### src/design/bctm_pkg.sv
// shared types, widths and codes of the block cache tag manager
// no dependencies; imported by the scan unit, the top level and the checkers
`timescale 1ns / 1ps

package bctm_pkg;

    // table geometry
    localparam int ENTRIES = 16;
    localparam int IDX_W   = $clog2(ENTRIES);
    localparam int SCAN_W  = IDX_W + 1;
    localparam int RC_W    = $clog2(ENTRIES + 1);

    // field widths
    localparam int ACT_W  = 3;
    localparam int TAG_W  = 48;
    localparam int LIM_W  = 5;
    localparam int STAT_W = 3;
    localparam int SLOT_W = 4;
    localparam int RCL_W  = 5;
    localparam int CNT_W  = 16;
    localparam int TICK_W = 32;

    // stream beat widths
    localparam int IN_W   = ACT_W + TAG_W + LIM_W;
    localparam int OUT_F  = STAT_W + SLOT_W + TAG_W + RCL_W;
    localparam int OUT_W  = ((OUT_F + 7) / 8) * 8;
    localparam int PAD_W  = OUT_W - OUT_F;

    // action codes
    localparam logic [ACT_W-1:0] ACT_GET        = 3'd0;
    localparam logic [ACT_W-1:0] ACT_RELEASE    = 3'd1;
    localparam logic [ACT_W-1:0] ACT_MARK_DIRTY = 3'd2;
    localparam logic [ACT_W-1:0] ACT_WRITTEN    = 3'd3;
    localparam logic [ACT_W-1:0] ACT_INVALIDATE = 3'd4;
    localparam logic [ACT_W-1:0] ACT_RECLAIM    = 3'd5;

    // status codes
    localparam logic [STAT_W-1:0] STAT_HIT        = 3'd0;
    localparam logic [STAT_W-1:0] STAT_FREE       = 3'd1;
    localparam logic [STAT_W-1:0] STAT_CLEAN      = 3'd2;
    localparam logic [STAT_W-1:0] STAT_DIRTY      = 3'd3;
    localparam logic [STAT_W-1:0] STAT_FULL       = 3'd4;
    localparam logic [STAT_W-1:0] STAT_DONE       = 3'd5;
    localparam logic [STAT_W-1:0] STAT_NOT_CACHED = 3'd6;

    localparam logic [CNT_W-1:0]  COUNT_MAX = 16'hFFFF;
    localparam logic [RCL_W-1:0]  RCL_MAX   = 5'd31;

    // one table entry as stored in the ram
    typedef struct packed {
        logic [TAG_W-1:0]  tag;
        logic [CNT_W-1:0]  count;
        logic              dirty;
        logic [TICK_W-1:0] last;
    } entry_t;

    // sequencer to scan unit
    typedef struct packed {
        logic              start;
        logic              proc;
        logic [IDX_W-1:0]  idx;
        logic              reclaim;
        logic [LIM_W-1:0]  limit;
        logic [TAG_W-1:0]  tag;
    } scan_ctrl_t;

    // scan unit findings after a full pass
    typedef struct packed {
        logic              hit_found;
        logic [IDX_W-1:0]  hit_idx;
        logic [CNT_W-1:0]  hit_count;
        logic              hit_dirty;
        logic [TICK_W-1:0] hit_last;
        logic              free_found;
        logic [IDX_W-1:0]  free_idx;
        logic              clean_found;
        logic [IDX_W-1:0]  clean_idx;
        logic              dirty_found;
        logic [IDX_W-1:0]  dirty_pick;
        logic [TAG_W-1:0]  dirty_tag;
        logic [RC_W-1:0]   rc_count;
    } scan_result_t;

endpackage

### src/design/bctm_ram.sv
// generic single-write, single-read ram with registered read data
// no dependencies
`timescale 1ns / 1ps

module bctm_ram #(
    parameter int WIDTH = 8,
    parameter int DEPTH = 16
) (
    input  logic                     clk,
    input  logic                     we,
    input  logic [$clog2(DEPTH)-1:0] waddr,
    input  logic [WIDTH-1:0]         wdata,
    input  logic                     re,
    input  logic [$clog2(DEPTH)-1:0] raddr,
    output logic [WIDTH-1:0]         rdata
);

    logic [WIDTH-1:0] mem [DEPTH];
    logic [WIDTH-1:0] rdata_reg;

    // write port
    always_ff @(posedge clk)
    begin
        if (we)
        begin
            mem[waddr] <= wdata;
        end
    end

    // registered read port
    always_ff @(posedge clk)
    begin
        if (re)
        begin
            rdata_reg <= mem[raddr];
        end
    end

    assign rdata = rdata_reg;

endmodule

### src/design/bctm_scan.sv
// scan unit: walks the table one entry per cycle and keeps the hit,
// the first free slot, the oldest clean and dirty victims and reclaims
// depends on bctm_pkg
`timescale 1ns / 1ps

module bctm_scan
    import bctm_pkg::*;
(
    input  logic         clk,
    input  logic         rst_n,
    input  scan_ctrl_t   ctrl,
    input  logic         cur_valid,
    input  entry_t       cur_entry,
    output logic         reclaim_clr,
    output scan_result_t result
);

    // tracker flags
    logic hit_found_reg, hit_found_next;
    logic free_found_reg, free_found_next;
    logic clean_found_reg, clean_found_next;
    logic dirty_found_reg, dirty_found_next;
    logic [RC_W-1:0] rc_count_reg, rc_count_next;

    // tracker payload
    logic [IDX_W-1:0]  hit_idx_reg, hit_idx_next;
    logic [CNT_W-1:0]  hit_count_reg, hit_count_next;
    logic              hit_dirty_reg, hit_dirty_next;
    logic [TICK_W-1:0] hit_last_reg, hit_last_next;
    logic [IDX_W-1:0]  free_idx_reg, free_idx_next;
    logic [IDX_W-1:0]  clean_idx_reg, clean_idx_next;
    logic [TICK_W-1:0] clean_last_reg, clean_last_next;
    logic [IDX_W-1:0]  dirty_pick_reg, dirty_pick_next;
    logic [TICK_W-1:0] dirty_last_reg, dirty_last_next;
    logic [TAG_W-1:0]  dirty_tag_reg, dirty_tag_next;

    logic unref;
    logic limit_hit;

    assign unref     = cur_valid && (cur_entry.count == '0);
    assign limit_hit = (ctrl.limit != '0) && (32'(rc_count_reg) >= 32'(ctrl.limit));

    // per-entry update of the trackers
    always_comb
    begin
        hit_found_next   = hit_found_reg;
        free_found_next  = free_found_reg;
        clean_found_next = clean_found_reg;
        dirty_found_next = dirty_found_reg;
        rc_count_next    = rc_count_reg;
        hit_idx_next     = hit_idx_reg;
        hit_count_next   = hit_count_reg;
        hit_dirty_next   = hit_dirty_reg;
        hit_last_next    = hit_last_reg;
        free_idx_next    = free_idx_reg;
        clean_idx_next   = clean_idx_reg;
        clean_last_next  = clean_last_reg;
        dirty_pick_next  = dirty_pick_reg;
        dirty_last_next  = dirty_last_reg;
        dirty_tag_next   = dirty_tag_reg;
        reclaim_clr      = 1'b0;

        if (ctrl.start)
        begin
            hit_found_next   = 1'b0;
            free_found_next  = 1'b0;
            clean_found_next = 1'b0;
            dirty_found_next = 1'b0;
            rc_count_next    = '0;
        end
        else if (ctrl.proc)
        begin
            // first valid entry with a matching tag
            if (cur_valid && (cur_entry.tag == ctrl.tag) && !hit_found_reg)
            begin
                hit_found_next = 1'b1;
                hit_idx_next   = ctrl.idx;
                hit_count_next = cur_entry.count;
                hit_dirty_next = cur_entry.dirty;
                hit_last_next  = cur_entry.last;
            end

            // first invalid entry ends the victim search
            if (!cur_valid && !free_found_reg)
            begin
                free_found_next = 1'b1;
                free_idx_next   = ctrl.idx;
            end

            // oldest unreferenced entry, lowest index on a tie
            if (unref && !free_found_reg)
            begin
                if (cur_entry.dirty)
                begin
                    if (!dirty_found_reg || (cur_entry.last < dirty_last_reg))
                    begin
                        dirty_found_next = 1'b1;
                        dirty_pick_next  = ctrl.idx;
                        dirty_last_next  = cur_entry.last;
                        dirty_tag_next   = cur_entry.tag;
                    end
                end
                else
                begin
                    if (!clean_found_reg || (cur_entry.last < clean_last_reg))
                    begin
                        clean_found_next = 1'b1;
                        clean_idx_next   = ctrl.idx;
                        clean_last_next  = cur_entry.last;
                    end
                end
            end

            // reclaim clean unreferenced entries up to the limit
            if (ctrl.reclaim && unref && !cur_entry.dirty && !limit_hit)
            begin
                reclaim_clr   = 1'b1;
                rc_count_next = rc_count_reg + RC_W'(1);
            end
        end
    end

    // flags
    always_ff @(posedge clk or negedge rst_n)
    begin
        if (!rst_n)
        begin
            hit_found_reg   <= 1'b0;
            free_found_reg  <= 1'b0;
            clean_found_reg <= 1'b0;
            dirty_found_reg <= 1'b0;
            rc_count_reg    <= '0;
        end
        else
        begin
            hit_found_reg   <= hit_found_next;
            free_found_reg  <= free_found_next;
            clean_found_reg <= clean_found_next;
            dirty_found_reg <= dirty_found_next;
            rc_count_reg    <= rc_count_next;
        end
    end

    // payload
    always_ff @(posedge clk)
    begin
        hit_idx_reg    <= hit_idx_next;
        hit_count_reg  <= hit_count_next;
        hit_dirty_reg  <= hit_dirty_next;
        hit_last_reg   <= hit_last_next;
        free_idx_reg   <= free_idx_next;
        clean_idx_reg  <= clean_idx_next;
        clean_last_reg <= clean_last_next;
        dirty_pick_reg <= dirty_pick_next;
        dirty_last_reg <= dirty_last_next;
        dirty_tag_reg  <= dirty_tag_next;
    end

    assign result.hit_found   = hit_found_reg;
    assign result.hit_idx     = hit_idx_reg;
    assign result.hit_count   = hit_count_reg;
    assign result.hit_dirty   = hit_dirty_reg;
    assign result.hit_last    = hit_last_reg;
    assign result.free_found  = free_found_reg;
    assign result.free_idx    = free_idx_reg;
    assign result.clean_found = clean_found_reg;
    assign result.clean_idx   = clean_idx_reg;
    assign result.dirty_found = dirty_found_reg;
    assign result.dirty_pick  = dirty_pick_reg;
    assign result.dirty_tag   = dirty_tag_reg;
    assign result.rc_count    = rc_count_reg;

endmodule

### src/design/block_cache_tag_manager_unit.sv
// channel  | dir | beat contents (lowest bits first)
// s_axis   | in  | action[2:0], block_number[50:3], reclaim_limit[55:51]
// m_axis   | out | status[2:0], slot[6:3], evicted_block[54:7],
//          |     | reclaimed_count[59:55], zero pad[63:60]
// for each beat the table ram is read one entry per cycle, then the finish state decides
// and writes the entry back
// reset clears the valid bits and the access tick; entries are never swept
// a waiting result stays in the output register while the next beat is taken;
// the write-back cycle holds until that result leaves
// top level: sequencer, valid bits, access tick and result register
// depends on bctm_pkg, bctm_ram and bctm_scan
`timescale 1ns / 1ps

module block_cache_tag_manager_unit
    import bctm_pkg::*;
(
    input  logic             clk,
    input  logic             rst_n,
    input  logic             s_axis_tvalid,
    output logic             s_axis_tready,
    input  logic [IN_W-1:0]  s_axis_tdata,  // action, block_number, reclaim_limit
    output logic             m_axis_tvalid,
    input  logic             m_axis_tready,
    output logic [OUT_W-1:0] m_axis_tdata   // status, slot, evicted_block, reclaimed_count
);

    localparam logic [1:0] ST_IDLE   = 2'd0;
    localparam logic [1:0] ST_SCAN   = 2'd1;
    localparam logic [1:0] ST_FINISH = 2'd2;

    logic [1:0]         state_reg, state_next;
    logic [SCAN_W-1:0]  rd_cnt_reg, rd_cnt_next;
    logic               proc_reg, proc_next;
    logic [IDX_W-1:0]   proc_idx_reg, proc_idx_next;
    logic [ENTRIES-1:0] valid_reg, valid_next;
    logic [TICK_W-1:0]  tick_reg, tick_next;
    logic               out_valid_reg, out_valid_next;
    logic [OUT_W-1:0]   out_data_reg, out_data_next;

    logic [ACT_W-1:0]   act_reg;
    logic [TAG_W-1:0]   tag_reg;
    logic [LIM_W-1:0]   limit_reg;

    logic               s_fire;
    logic               rd_more;
    logic               commit;
    logic               ram_re;
    logic               ram_we;
    logic [IDX_W-1:0]   wr_idx;
    entry_t             wr_entry;
    entry_t             rd_entry;
    scan_ctrl_t         scan_ctrl;
    scan_result_t       scan_res;
    logic               reclaim_clr;
    logic [TICK_W-1:0]  tick_inc;

    logic [STAT_W-1:0]  res_status;
    logic [IDX_W-1:0]   res_idx;
    logic [TAG_W-1:0]   res_evict;
    logic [RCL_W-1:0]   res_rcl;
    logic               res_set_valid;
    logic               res_clr_valid;
    logic               res_bump;

    assign s_axis_tready = (state_reg == ST_IDLE);
    assign s_fire        = s_axis_tvalid && s_axis_tready;
    assign rd_more       = (rd_cnt_reg < SCAN_W'(ENTRIES));
    assign commit        = (state_reg == ST_FINISH) && (!out_valid_reg || m_axis_tready);
    assign ram_re        = (state_reg == ST_SCAN) && rd_more;
    assign tick_inc      = tick_reg + TICK_W'(1);

    // entry table
    bctm_ram #(
        .WIDTH ($bits(entry_t)),
        .DEPTH (ENTRIES)
    ) u_table (
        .clk   (clk),
        .we    (ram_we),
        .waddr (wr_idx),
        .wdata (wr_entry),
        .re    (ram_re),
        .raddr (rd_cnt_reg[IDX_W-1:0]),
        .rdata (rd_entry)
    );

    // scan control
    assign scan_ctrl.start   = s_fire;
    assign scan_ctrl.proc    = proc_reg;
    assign scan_ctrl.idx     = proc_idx_reg;
    assign scan_ctrl.reclaim = (act_reg == ACT_RECLAIM);
    assign scan_ctrl.limit   = limit_reg;
    assign scan_ctrl.tag     = tag_reg;

    bctm_scan u_scan (
        .clk         (clk),
        .rst_n       (rst_n),
        .ctrl        (scan_ctrl),
        .cur_valid   (valid_reg[proc_idx_reg]),
        .cur_entry   (rd_entry),
        .reclaim_clr (reclaim_clr),
        .result      (scan_res)
    );

    // decision after the scan
    always_comb
    begin
        res_status    = STAT_DONE;
        res_idx       = '0;
        res_evict     = '0;
        res_rcl       = '0;
        res_set_valid = 1'b0;
        res_clr_valid = 1'b0;
        res_bump      = 1'b0;
        ram_we        = 1'b0;
        wr_idx        = scan_res.hit_idx;
        wr_entry.tag   = tag_reg;
        wr_entry.count = scan_res.hit_count;
        wr_entry.dirty = scan_res.hit_dirty;
        wr_entry.last  = scan_res.hit_last;

        unique case (act_reg)
            ACT_GET:
            begin
                if (scan_res.hit_found)
                begin
                    res_status = STAT_HIT;
                    res_idx    = scan_res.hit_idx;
                    res_bump   = 1'b1;
                    ram_we     = 1'b1;
                    if (scan_res.hit_count != COUNT_MAX)
                    begin
                        wr_entry.count = scan_res.hit_count + CNT_W'(1);
                    end
                    wr_entry.last = tick_inc;
                end
                else if (scan_res.free_found || scan_res.clean_found
                         || scan_res.dirty_found)
                begin
                    if (scan_res.free_found)
                    begin
                        res_status = STAT_FREE;
                        res_idx    = scan_res.free_idx;
                    end
                    else if (scan_res.clean_found)
                    begin
                        res_status = STAT_CLEAN;
                        res_idx    = scan_res.clean_idx;
                    end
                    else
                    begin
                        res_status = STAT_DIRTY;
                        res_idx    = scan_res.dirty_pick;
                        res_evict  = scan_res.dirty_tag;
                    end
                    res_set_valid  = 1'b1;
                    res_bump       = 1'b1;
                    ram_we         = 1'b1;
                    wr_idx         = res_idx;
                    wr_entry.count = CNT_W'(1);
                    wr_entry.dirty = 1'b0;
                    wr_entry.last  = tick_inc;
                end
                else
                begin
                    res_status = STAT_FULL;
                end
            end
            ACT_RELEASE, ACT_MARK_DIRTY, ACT_WRITTEN, ACT_INVALIDATE:
            begin
                if (!scan_res.hit_found)
                begin
                    res_status = STAT_NOT_CACHED;
                end
                else
                begin
                    res_status = STAT_DONE;
                    res_idx    = scan_res.hit_idx;
                    if (act_reg == ACT_RELEASE)
                    begin
                        ram_we = 1'b1;
                        if (scan_res.hit_count != '0)
                        begin
                            wr_entry.count = scan_res.hit_count - CNT_W'(1);
                        end
                    end
                    else if (act_reg == ACT_MARK_DIRTY)
                    begin
                        ram_we         = 1'b1;
                        wr_entry.dirty = 1'b1;
                    end
                    else if (act_reg == ACT_WRITTEN)
                    begin
                        ram_we         = 1'b1;
                        res_bump       = 1'b1;
                        wr_entry.dirty = 1'b0;
                        wr_entry.last  = tick_inc;
                    end
                    else
                    begin
                        res_clr_valid = 1'b1;
                    end
                end
            end
            ACT_RECLAIM:
            begin
                if (32'(scan_res.rc_count) > 32'(RCL_MAX))
                begin
                    res_rcl = RCL_MAX;
                end
                else
                begin
                    res_rcl = RCL_W'(scan_res.rc_count);
                end
            end
            default:
            begin
                res_status = STAT_DONE;
            end
        endcase

        ram_we = ram_we && commit;
    end

    // sequencer and state updates
    always_comb
    begin
        state_next     = state_reg;
        rd_cnt_next    = rd_cnt_reg;
        proc_next      = 1'b0;
        proc_idx_next  = proc_idx_reg;
        valid_next     = valid_reg;
        tick_next      = tick_reg;
        out_valid_next = out_valid_reg;
        out_data_next  = out_data_reg;

        if (m_axis_tready)
        begin
            out_valid_next = 1'b0;
        end

        // reclaim clears entries as the scan passes them
        if (reclaim_clr)
        begin
            valid_next[proc_idx_reg] = 1'b0;
        end

        unique case (state_reg)
            ST_IDLE:
            begin
                if (s_fire)
                begin
                    rd_cnt_next = '0;
                    state_next  = ST_SCAN;
                end
            end
            ST_SCAN:
            begin
                if (rd_more)
                begin
                    proc_next     = 1'b1;
                    proc_idx_next = rd_cnt_reg[IDX_W-1:0];
                    rd_cnt_next   = rd_cnt_reg + SCAN_W'(1);
                end
                else
                begin
                    state_next = ST_FINISH;
                end
            end
            ST_FINISH:
            begin
                if (commit)
                begin
                    if (res_set_valid)
                    begin
                        valid_next[res_idx] = 1'b1;
                    end
                    if (res_clr_valid)
                    begin
                        valid_next[res_idx] = 1'b0;
                    end
                    if (res_bump)
                    begin
                        tick_next = tick_inc;
                    end
                    out_valid_next = 1'b1;
                    out_data_next  = {{PAD_W{1'b0}}, res_rcl, res_evict,
                                      SLOT_W'(res_idx), res_status};
                    state_next     = ST_IDLE;
                end
            end
            default:
            begin
                state_next = ST_IDLE;
            end
        endcase
    end

    // control registers
    always_ff @(posedge clk or negedge rst_n)
    begin
        if (!rst_n)
        begin
            state_reg     <= ST_IDLE;
            rd_cnt_reg    <= '0;
            proc_reg      <= 1'b0;
            valid_reg     <= '0;
            tick_reg      <= '0;
            out_valid_reg <= 1'b0;
        end
        else
        begin
            state_reg     <= state_next;
            rd_cnt_reg    <= rd_cnt_next;
            proc_reg      <= proc_next;
            valid_reg     <= valid_next;
            tick_reg      <= tick_next;
            out_valid_reg <= out_valid_next;
        end
    end

    // payload registers
    always_ff @(posedge clk)
    begin
        proc_idx_reg <= proc_idx_next;
        out_data_reg <= out_data_next;
        if (s_fire)
        begin
            act_reg   <= s_axis_tdata[ACT_W-1:0];
            tag_reg   <= s_axis_tdata[ACT_W +: TAG_W];
            limit_reg <= s_axis_tdata[ACT_W+TAG_W +: LIM_W];
        end
    end

    assign m_axis_tvalid = out_valid_reg;
    assign m_axis_tdata  = out_data_reg;

endmodule

### config.mk
export PLATFORM = sky130hd
export DESIGN_NAME = block_cache_tag_manager_unit
export DESIGN_NICKNAME = d
export VERILOG_FILES = /design/src/design/bctm_pkg.sv /design/src/design/bctm_ram.sv /design/src/design/bctm_scan.sv /design/src/design/block_cache_tag_manager_unit.sv
export SDC_FILE = /design/constraint.sdc
export NUM_CORES = 2
export LEC_CHECK = 0
export ABC_CLOCK_PERIOD_IN_PS = 12650
export BUFFER_PORTS_ARGS = -buffer_cell sky130_fd_sc_hd__buf_4
export CORE_MARGIN = 2
export CORE_UTILIZATION = 60
export DETAILED_ROUTE_END_ITERATION = 8
export PLACE_DENSITY = 0.77
export SYNTH_ARGS = -nofsm -noshare
export SYNTH_HDL_FRONTEND = slang
export SYNTH_SLANG_ARGS = --single-unit
export TNS_END_PERCENT = 20
### constraint.sdc
create_clock -name clk -period 12.65 [get_ports clk]
set_input_delay 0.6325 -clock clk [delete_from_list [all_inputs] [get_ports clk]]
set_output_delay 0.6325 -clock clk [all_outputs]
set_load 0.1 [all_outputs]
Word level (Yosys, flattened, before mapping)
Memories as Yosys holds them, arrays and structs flattened. A register that Yosys moved wholly into a read port is not among the register bits. Cells that the tools add are included.

Memories kept: 1. RAM bits: 1552. Word-level logic and storage cells: 218. Flip-flop bits (word level): 363. Output and inout bits: 66.

$add $sub $neg: 5. $lt $le $gt $ge: 8. Reduce and logical (&&, ||, !) cells: 58. Bitwise gates (word level): 9. Equality and inequality tests: 14. Muxes and demuxes: 95.

Memories: u_table.mem (words 16, width 97, rd ports 1, clocked after Yosys merged registers in 1, wr ports 1, RTL line bctm_ram.sv:18) `logic [WIDTH-1:0] mem [DEPTH];`.

Operators with widths (count): 16-bit two-way mux (11); 49-bit two-way mux (2); 49-bit one-hot mux with 2 select lines (1); 33-bit two-way mux (2); 32-bit less-than comparator (2); 32-bit two-way mux (2); 48-bit equality test (1); 1-bit two-way mux (48); 32-bit by 1-bit adder with 32-bit output (second input constant) (1); 16-bit bitwise AND (2); 4-bit two-way mux (8); 16-bit NOT (2); 5-bit two-way mux (5); 2-bit nonzero test (9); 16-bit by 1-bit adder with 16-bit output (second input constant) (1); 16-bit zero test (1); 16-bit inequality test (second input constant) (1); 16-bit OR (1); 16-bit nonzero test (1); 16-bit by 1-bit subtractor with 16-bit output (second input constant) (1); 1-bit logical AND (15); 3-bit AND reduction (5); 5-bit by 1-bit adder with 5-bit output (second input constant) (2); 4-bit by 5-bit less-than comparator with 1-bit output (second input constant) (2); 30 further kinds (63).

Logic depth before layout (Yosys ltp)
Depth after elaboration: 18. Gate-level depth with buffers: 9. Gate-level depth less buffers: 8.

Hierarchy
Synthesis repeated with hierarchy kept, for this count alone.

Cell total of the unflattened synthesis: 3851. Area total of the unflattened synthesis: 77999.8 µm².

By module, submodules not included: bctm_ram (times used 1, area an instance 60838.3 µm², cells each 2484); block_cache_tag_manager_unit (times used 1, area an instance 9081.2 µm², cells each 829); bctm_scan (times used 1, area an instance 8080.2 µm², cells each 538).

Least setup slack after synthesis
OpenSTA, ideal clock, no wires.

Path kind: register -> register. Start: register state_reg[1]. End: register rd_cnt_reg[3]. Arrival: 9023 ps. Library setup time: 218 ps. Setup slack: 3410 ps. Stages on the path, launching flop included: 5. Data required time: 12432 ps. Cell sequence: dfrtp_1 -> nor3b_1 -> nand4_1 -> xor2_1 -> nor2_1.

Word-level cells in the longest chain between the ends: 4.

RTL lines: start, declared (RTL line block_cache_tag_manager_unit.sv:31) `logic [1:0] state_reg, state_next;`; start signal, assigned (RTL line block_cache_tag_manager_unit.sv:312) `state_reg <= state_next;`; 2-bit zero test (RTL line block_cache_tag_manager_unit.sv:65, block_cache_tag_manager_unit.sv:247); 1-bit logical AND (RTL line block_cache_tag_manager_unit.sv:66) `assign s_fire = s_axis_tvalid && s_axis_tready;`; 2-bit by 1-bit inequality test with 1-bit output (no source line); 3-bit AND reduction (no source line); end signal, assigned (RTL line block_cache_tag_manager_unit.sv:313) `rd_cnt_reg <= rd_cnt_next;`; end, declared (RTL line block_cache_tag_manager_unit.sv:32) `logic [SCAN_W-1:0] rd_cnt_reg, rd_cnt_next;`.

Several ways; a longest one is shown, not always the timed one. A chain may end at the register's enable or synchronous reset.

Worst setup path in the final report
Start: register act_reg[2]. End: memory u_table.mem[2][2] in the netlist's numbering (enable).

Word-level cells in the longest chain between the ends: 9.

RTL lines: start, declared (RTL line block_cache_tag_manager_unit.sv:40) `logic [ACT_W-1:0] act_reg;`; start signal, assigned (RTL line block_cache_tag_manager_unit.sv:328) `act_reg <= s_axis_tdata[ACT_W-1:0];`; 3-bit by 2-bit equality test with 1-bit output (RTL line block_cache_tag_manager_unit.sv:121, block_cache_tag_manager_unit.sv:191); 1-bit two-way mux (RTL line block_cache_tag_manager_unit.sv:191) `else if (act_reg == ACT_WRITTEN)`; 1-bit two-way mux (RTL line block_cache_tag_manager_unit.sv:186) `else if (act_reg == ACT_MARK_DIRTY)`; 1-bit two-way mux (RTL line block_cache_tag_manager_unit.sv:178) `if (act_reg == ACT_RELEASE)`; 1-bit two-way mux (RTL line block_cache_tag_manager_unit.sv:170) `if (!scan_res.hit_found)`; 1-bit one-hot mux with 2 select lines (RTL line block_cache_tag_manager_unit.sv:121) `unique case (act_reg)`; 1-bit logical AND (RTL line block_cache_tag_manager_unit.sv:221) `ram_we = ram_we && commit;`; 1-bit two-way mux (RTL line bctm_ram.sv:24) `if (we)`; 1-bit two-way mux (implied by the code) (RTL line bctm_ram.sv:26) `mem[waddr] <= wdata;`; end, declared (RTL line bctm_ram.sv:18).

Several ways; a longest one is shown, not always the timed one.

==> results.md <==
- Largest stage delay on the critical path: 0.89 ns
- FF+latch count, synth: 2,012
- Lkg Pwr: 28.5 nW
- Cell family with most CP delay: simple AND/OR/NAND/NOR gates
- Crit share post-route: 39.5%
- Cells along the critical path: nor4_1, nand2_1, nor2_1, a21o_1, nand2_1, nor2_4, buf_4, buf_4
- Post-Syn Instances: 3,645
- Result of the run: complete, no violations
- Areal power density over the cells: 203 nW/um^2
- Average wire per standard cell: 32.2 microns
- Max-slew violation total from the final report: 0
- Number of global-route vias before repair: 39,500
- Critical Path Source Type: flop
- Die Footprint: 133,000 sq um
- Hold-fix buffers, CTS: 53
- Largest clock skew in the final design: 0.0404 ns
- Total DRC errors in the routed layout: 0
- Worst IR drop on VDD: 0.202 mV
- Setup slack after layout: 7.65 ns
- Largest net degree at the start of global routing: 154
- Fin. Hold Viols: 0
- Overall power after layout: 0.0178 W
- Max Clock Freq: 0.200 GHz
- Iteration-0 DRC count of the detailed router: 5,292
- DR pass1 iterations: 5
- Total CTS buffers: 191
- Highest-count cells in the layout ignoring fill and taps: 1,946 x edfxtp_1, 490 x mux4_2, 197 x clkbuf_16, 188 x buf_4, 105 x nor2_1
- Setup violations, final: 0
- Hold slack: 0.0205 ns
- Proportion of synthesized flip-flops having asynchronous set or reset: 3.28%
- Root Buffer Master: clkbuf_16
- Arr. time, crit path: 5.40 ns
- Average instance area after synthesis: 21.4 sq um
- Main flop type after synthesis: edfxtp_1
- Commonest non-fill, non-tap cell in the layout: edfxtp_1
- Post-DP HPWL: 94.1 mm
- Number of warnings printed during yosys synthesis: 0
- Crit path required time: 13.06 ns
- Sum of routed wire length over all layers: 188 mm
- Post-route minimum period: 5.00 ns
- Kind of capture point of the worst setup path: flop
- Worst Max-Slew Pin Slew: 1.40 ns
- Unique masters post-synth: 78
- Post-layout utilization of the core: 68.1%
- Worst path bufs/invs: 2
- # Post-CTS Setup Buffers: 0
- CTS clk-pin slew, worst paths: 0.06 ns
- CTS resizes: 0
- Placeable Area: 129,000 sq um
- Unrepaired setup endpoints after global routing: false
- Clock H-tree levels: 4
- First-pass GRT wire length: 273 mm
- Overflow after GRT: 0
- Proportion of layout cells with a drive suffix above 1: 24.8%
- Later-pin clock latency in the skew report: 0.83 ns
- Max-Slew Margin vs Limit: 6.75%
- Part of the Yosys area used for sequential elements: 76.9%
- Syn-to-layout area delta: 12.7%
- CTS tree: done
- Count of buffers from port buffering: 121
- Number of antenna-violating nets in the routed design: 0
- Number of synthesized flops with an enable pin: 1,946
- Synthesized area: 78,100 sq um
- Die span in x: 365 microns
- I/O pins: 126
- Initial core utilization: 60.4%
- RD Place Congestion: 0.857
- Worst hold-check path type: input pin to flop
- Number of buffers on the longest clock path: 3
- Gr usage total: 28.9%
- Multi-input gate area in the final layout: 17,200 sq um
- Filler Cells Inserted: 7,618
- Antenna violations before repair: 3
- Via-per-instance ratio: 6.66
- Number of maximum-capacitance constraint violations: 0
- Clk sinks: 2,012
- Footprint of the flip-flops and latches: 60,100 sq um
- Max FFs per register: 1,552
- Maximum fanout encountered on the critical timing path: 48
- Number of placement rows: 132
- Height of the die: 365 microns
- Setup WS pre-CTS: 7.63 ns
- Sum Neg Setup Slack: 0 ns
- WS Path Type: flop to flop
- Max stage delay cell, worst path: buf_4
- Vias post-DR: 38,900
- Total Nets Final: 4,065
-- metal layers --
layer / routed length, microns / GRT usage (%) / up-vias
met3: 18700 / 6.07 / 377
met2: 93300 / 46.4 / 2482
met4: 6190 / 9.73 / 4
met5: 25 / 0 / -
met1: 69800 / 40.1 / 20400
li1: - / - / 15600
-- where the power goes --
part           switching (W)  internal (W)
registers           0.000624       0.00792
logic                0.00190       0.00180
clock network        0.00247       0.00314
-- cells in the mapped netlist (11+ instances only) --
cell type  instances  share of area, %
dfrtp_1           66               2.1
a31oi_1           11             0.088
a22oi_1           19              0.18
buf_1             37              0.18
o21ai_0           36              0.23
and3_1            15              0.12
nand3_1           38              0.24
xnor2_1           59              0.66
a21o_1            18              0.17
buf_2             21              0.13
edfxtp_1        1946                75
nor2b_1           11             0.088
and2_1            61              0.49
nor3_1            26              0.17
clkbuf_1          94              0.45
nand4_1           33              0.26
xor2_1            51              0.57
nand2b_1          12             0.096
a21oi_1           69              0.44
nor2_1           121              0.58
ha_1              72               1.2
nand2_1           88              0.42
nor4_1            18              0.14
inv_1             86              0.41
mux4_2           490                14
-- worst reg2reg max path, cell delays in order (launching register included) --
cell      delay [ns]
edfxtp_1        0.67
nor4_1          0.46
nand2_1         0.44
nor2_1          0.33
a21o_1          0.15
nand2_1         0.24
nor2_4          0.76
buf_4           0.61
buf_4           0.90
-- layout make-up --
type / count / share of cell area, %
well taps: 1742 / 2.48
clock buffers: 247 / 5.84
flip-flops and latches: 2012 / 68.3
clock inverters: 106 / 1.07
multi-input cells: 1390 / 19.6
repair buffers: 250 / 2.39
diodes: 2 / 0.00569
inverters: 88 / 0.378
-- per-stage QoR --
| step | std cells | area [sq um] |
|---|---|---|
| 2_1_floorplan | 3648 | 78100 |
| 3_3_place_gp | 5423 | 81300 |
| 3_5_place_dp | 5423 | 81300 |
| 4_1_cts | 5829 | 87900 |
| 5_1_grt | 5835 | 88000 |
| 6_report | 5837 | 88000 |
-- cell families after synthesis --
| logic type | share of synthesized area [%] |
|---|---|
| multiplexers | 14.4 |
| other | 0.00480 |
| adder cells (fa/ha/maj) | 1.15 |
| flip-flops | 76.9 |
| buffers and inverters | 1.25 |
| AND/OR/NAND/NOR | 3.04 |
| XOR/XNOR | 1.23 |
| AO/OA/AOI/OAI | 2.00 |
-- path summary, 6_finish.rpt --
path | start | to | slack [ns] | cells after the start
max in group asynchronous | rst_n | rd_cnt_reg[1] | 11.45 | 2
min reg2reg | u_table.rdata[34] | u_scan.hit_count_reg[1] | 0.46 | 0
max reg2reg | act_reg[2] | u_table.mem[2][2] | 7.65 | 8
max | act_reg[2] | u_table.mem[2][2] | 7.65 | 8
min | s_axis_tdata[1] | act_reg[1] | 0.02 | 1
min in group asynchronous | rst_n | u_scan.rc_count_reg[1] | 0.51 | 2
No activity file was read; power rests on OpenSTA's default activity.
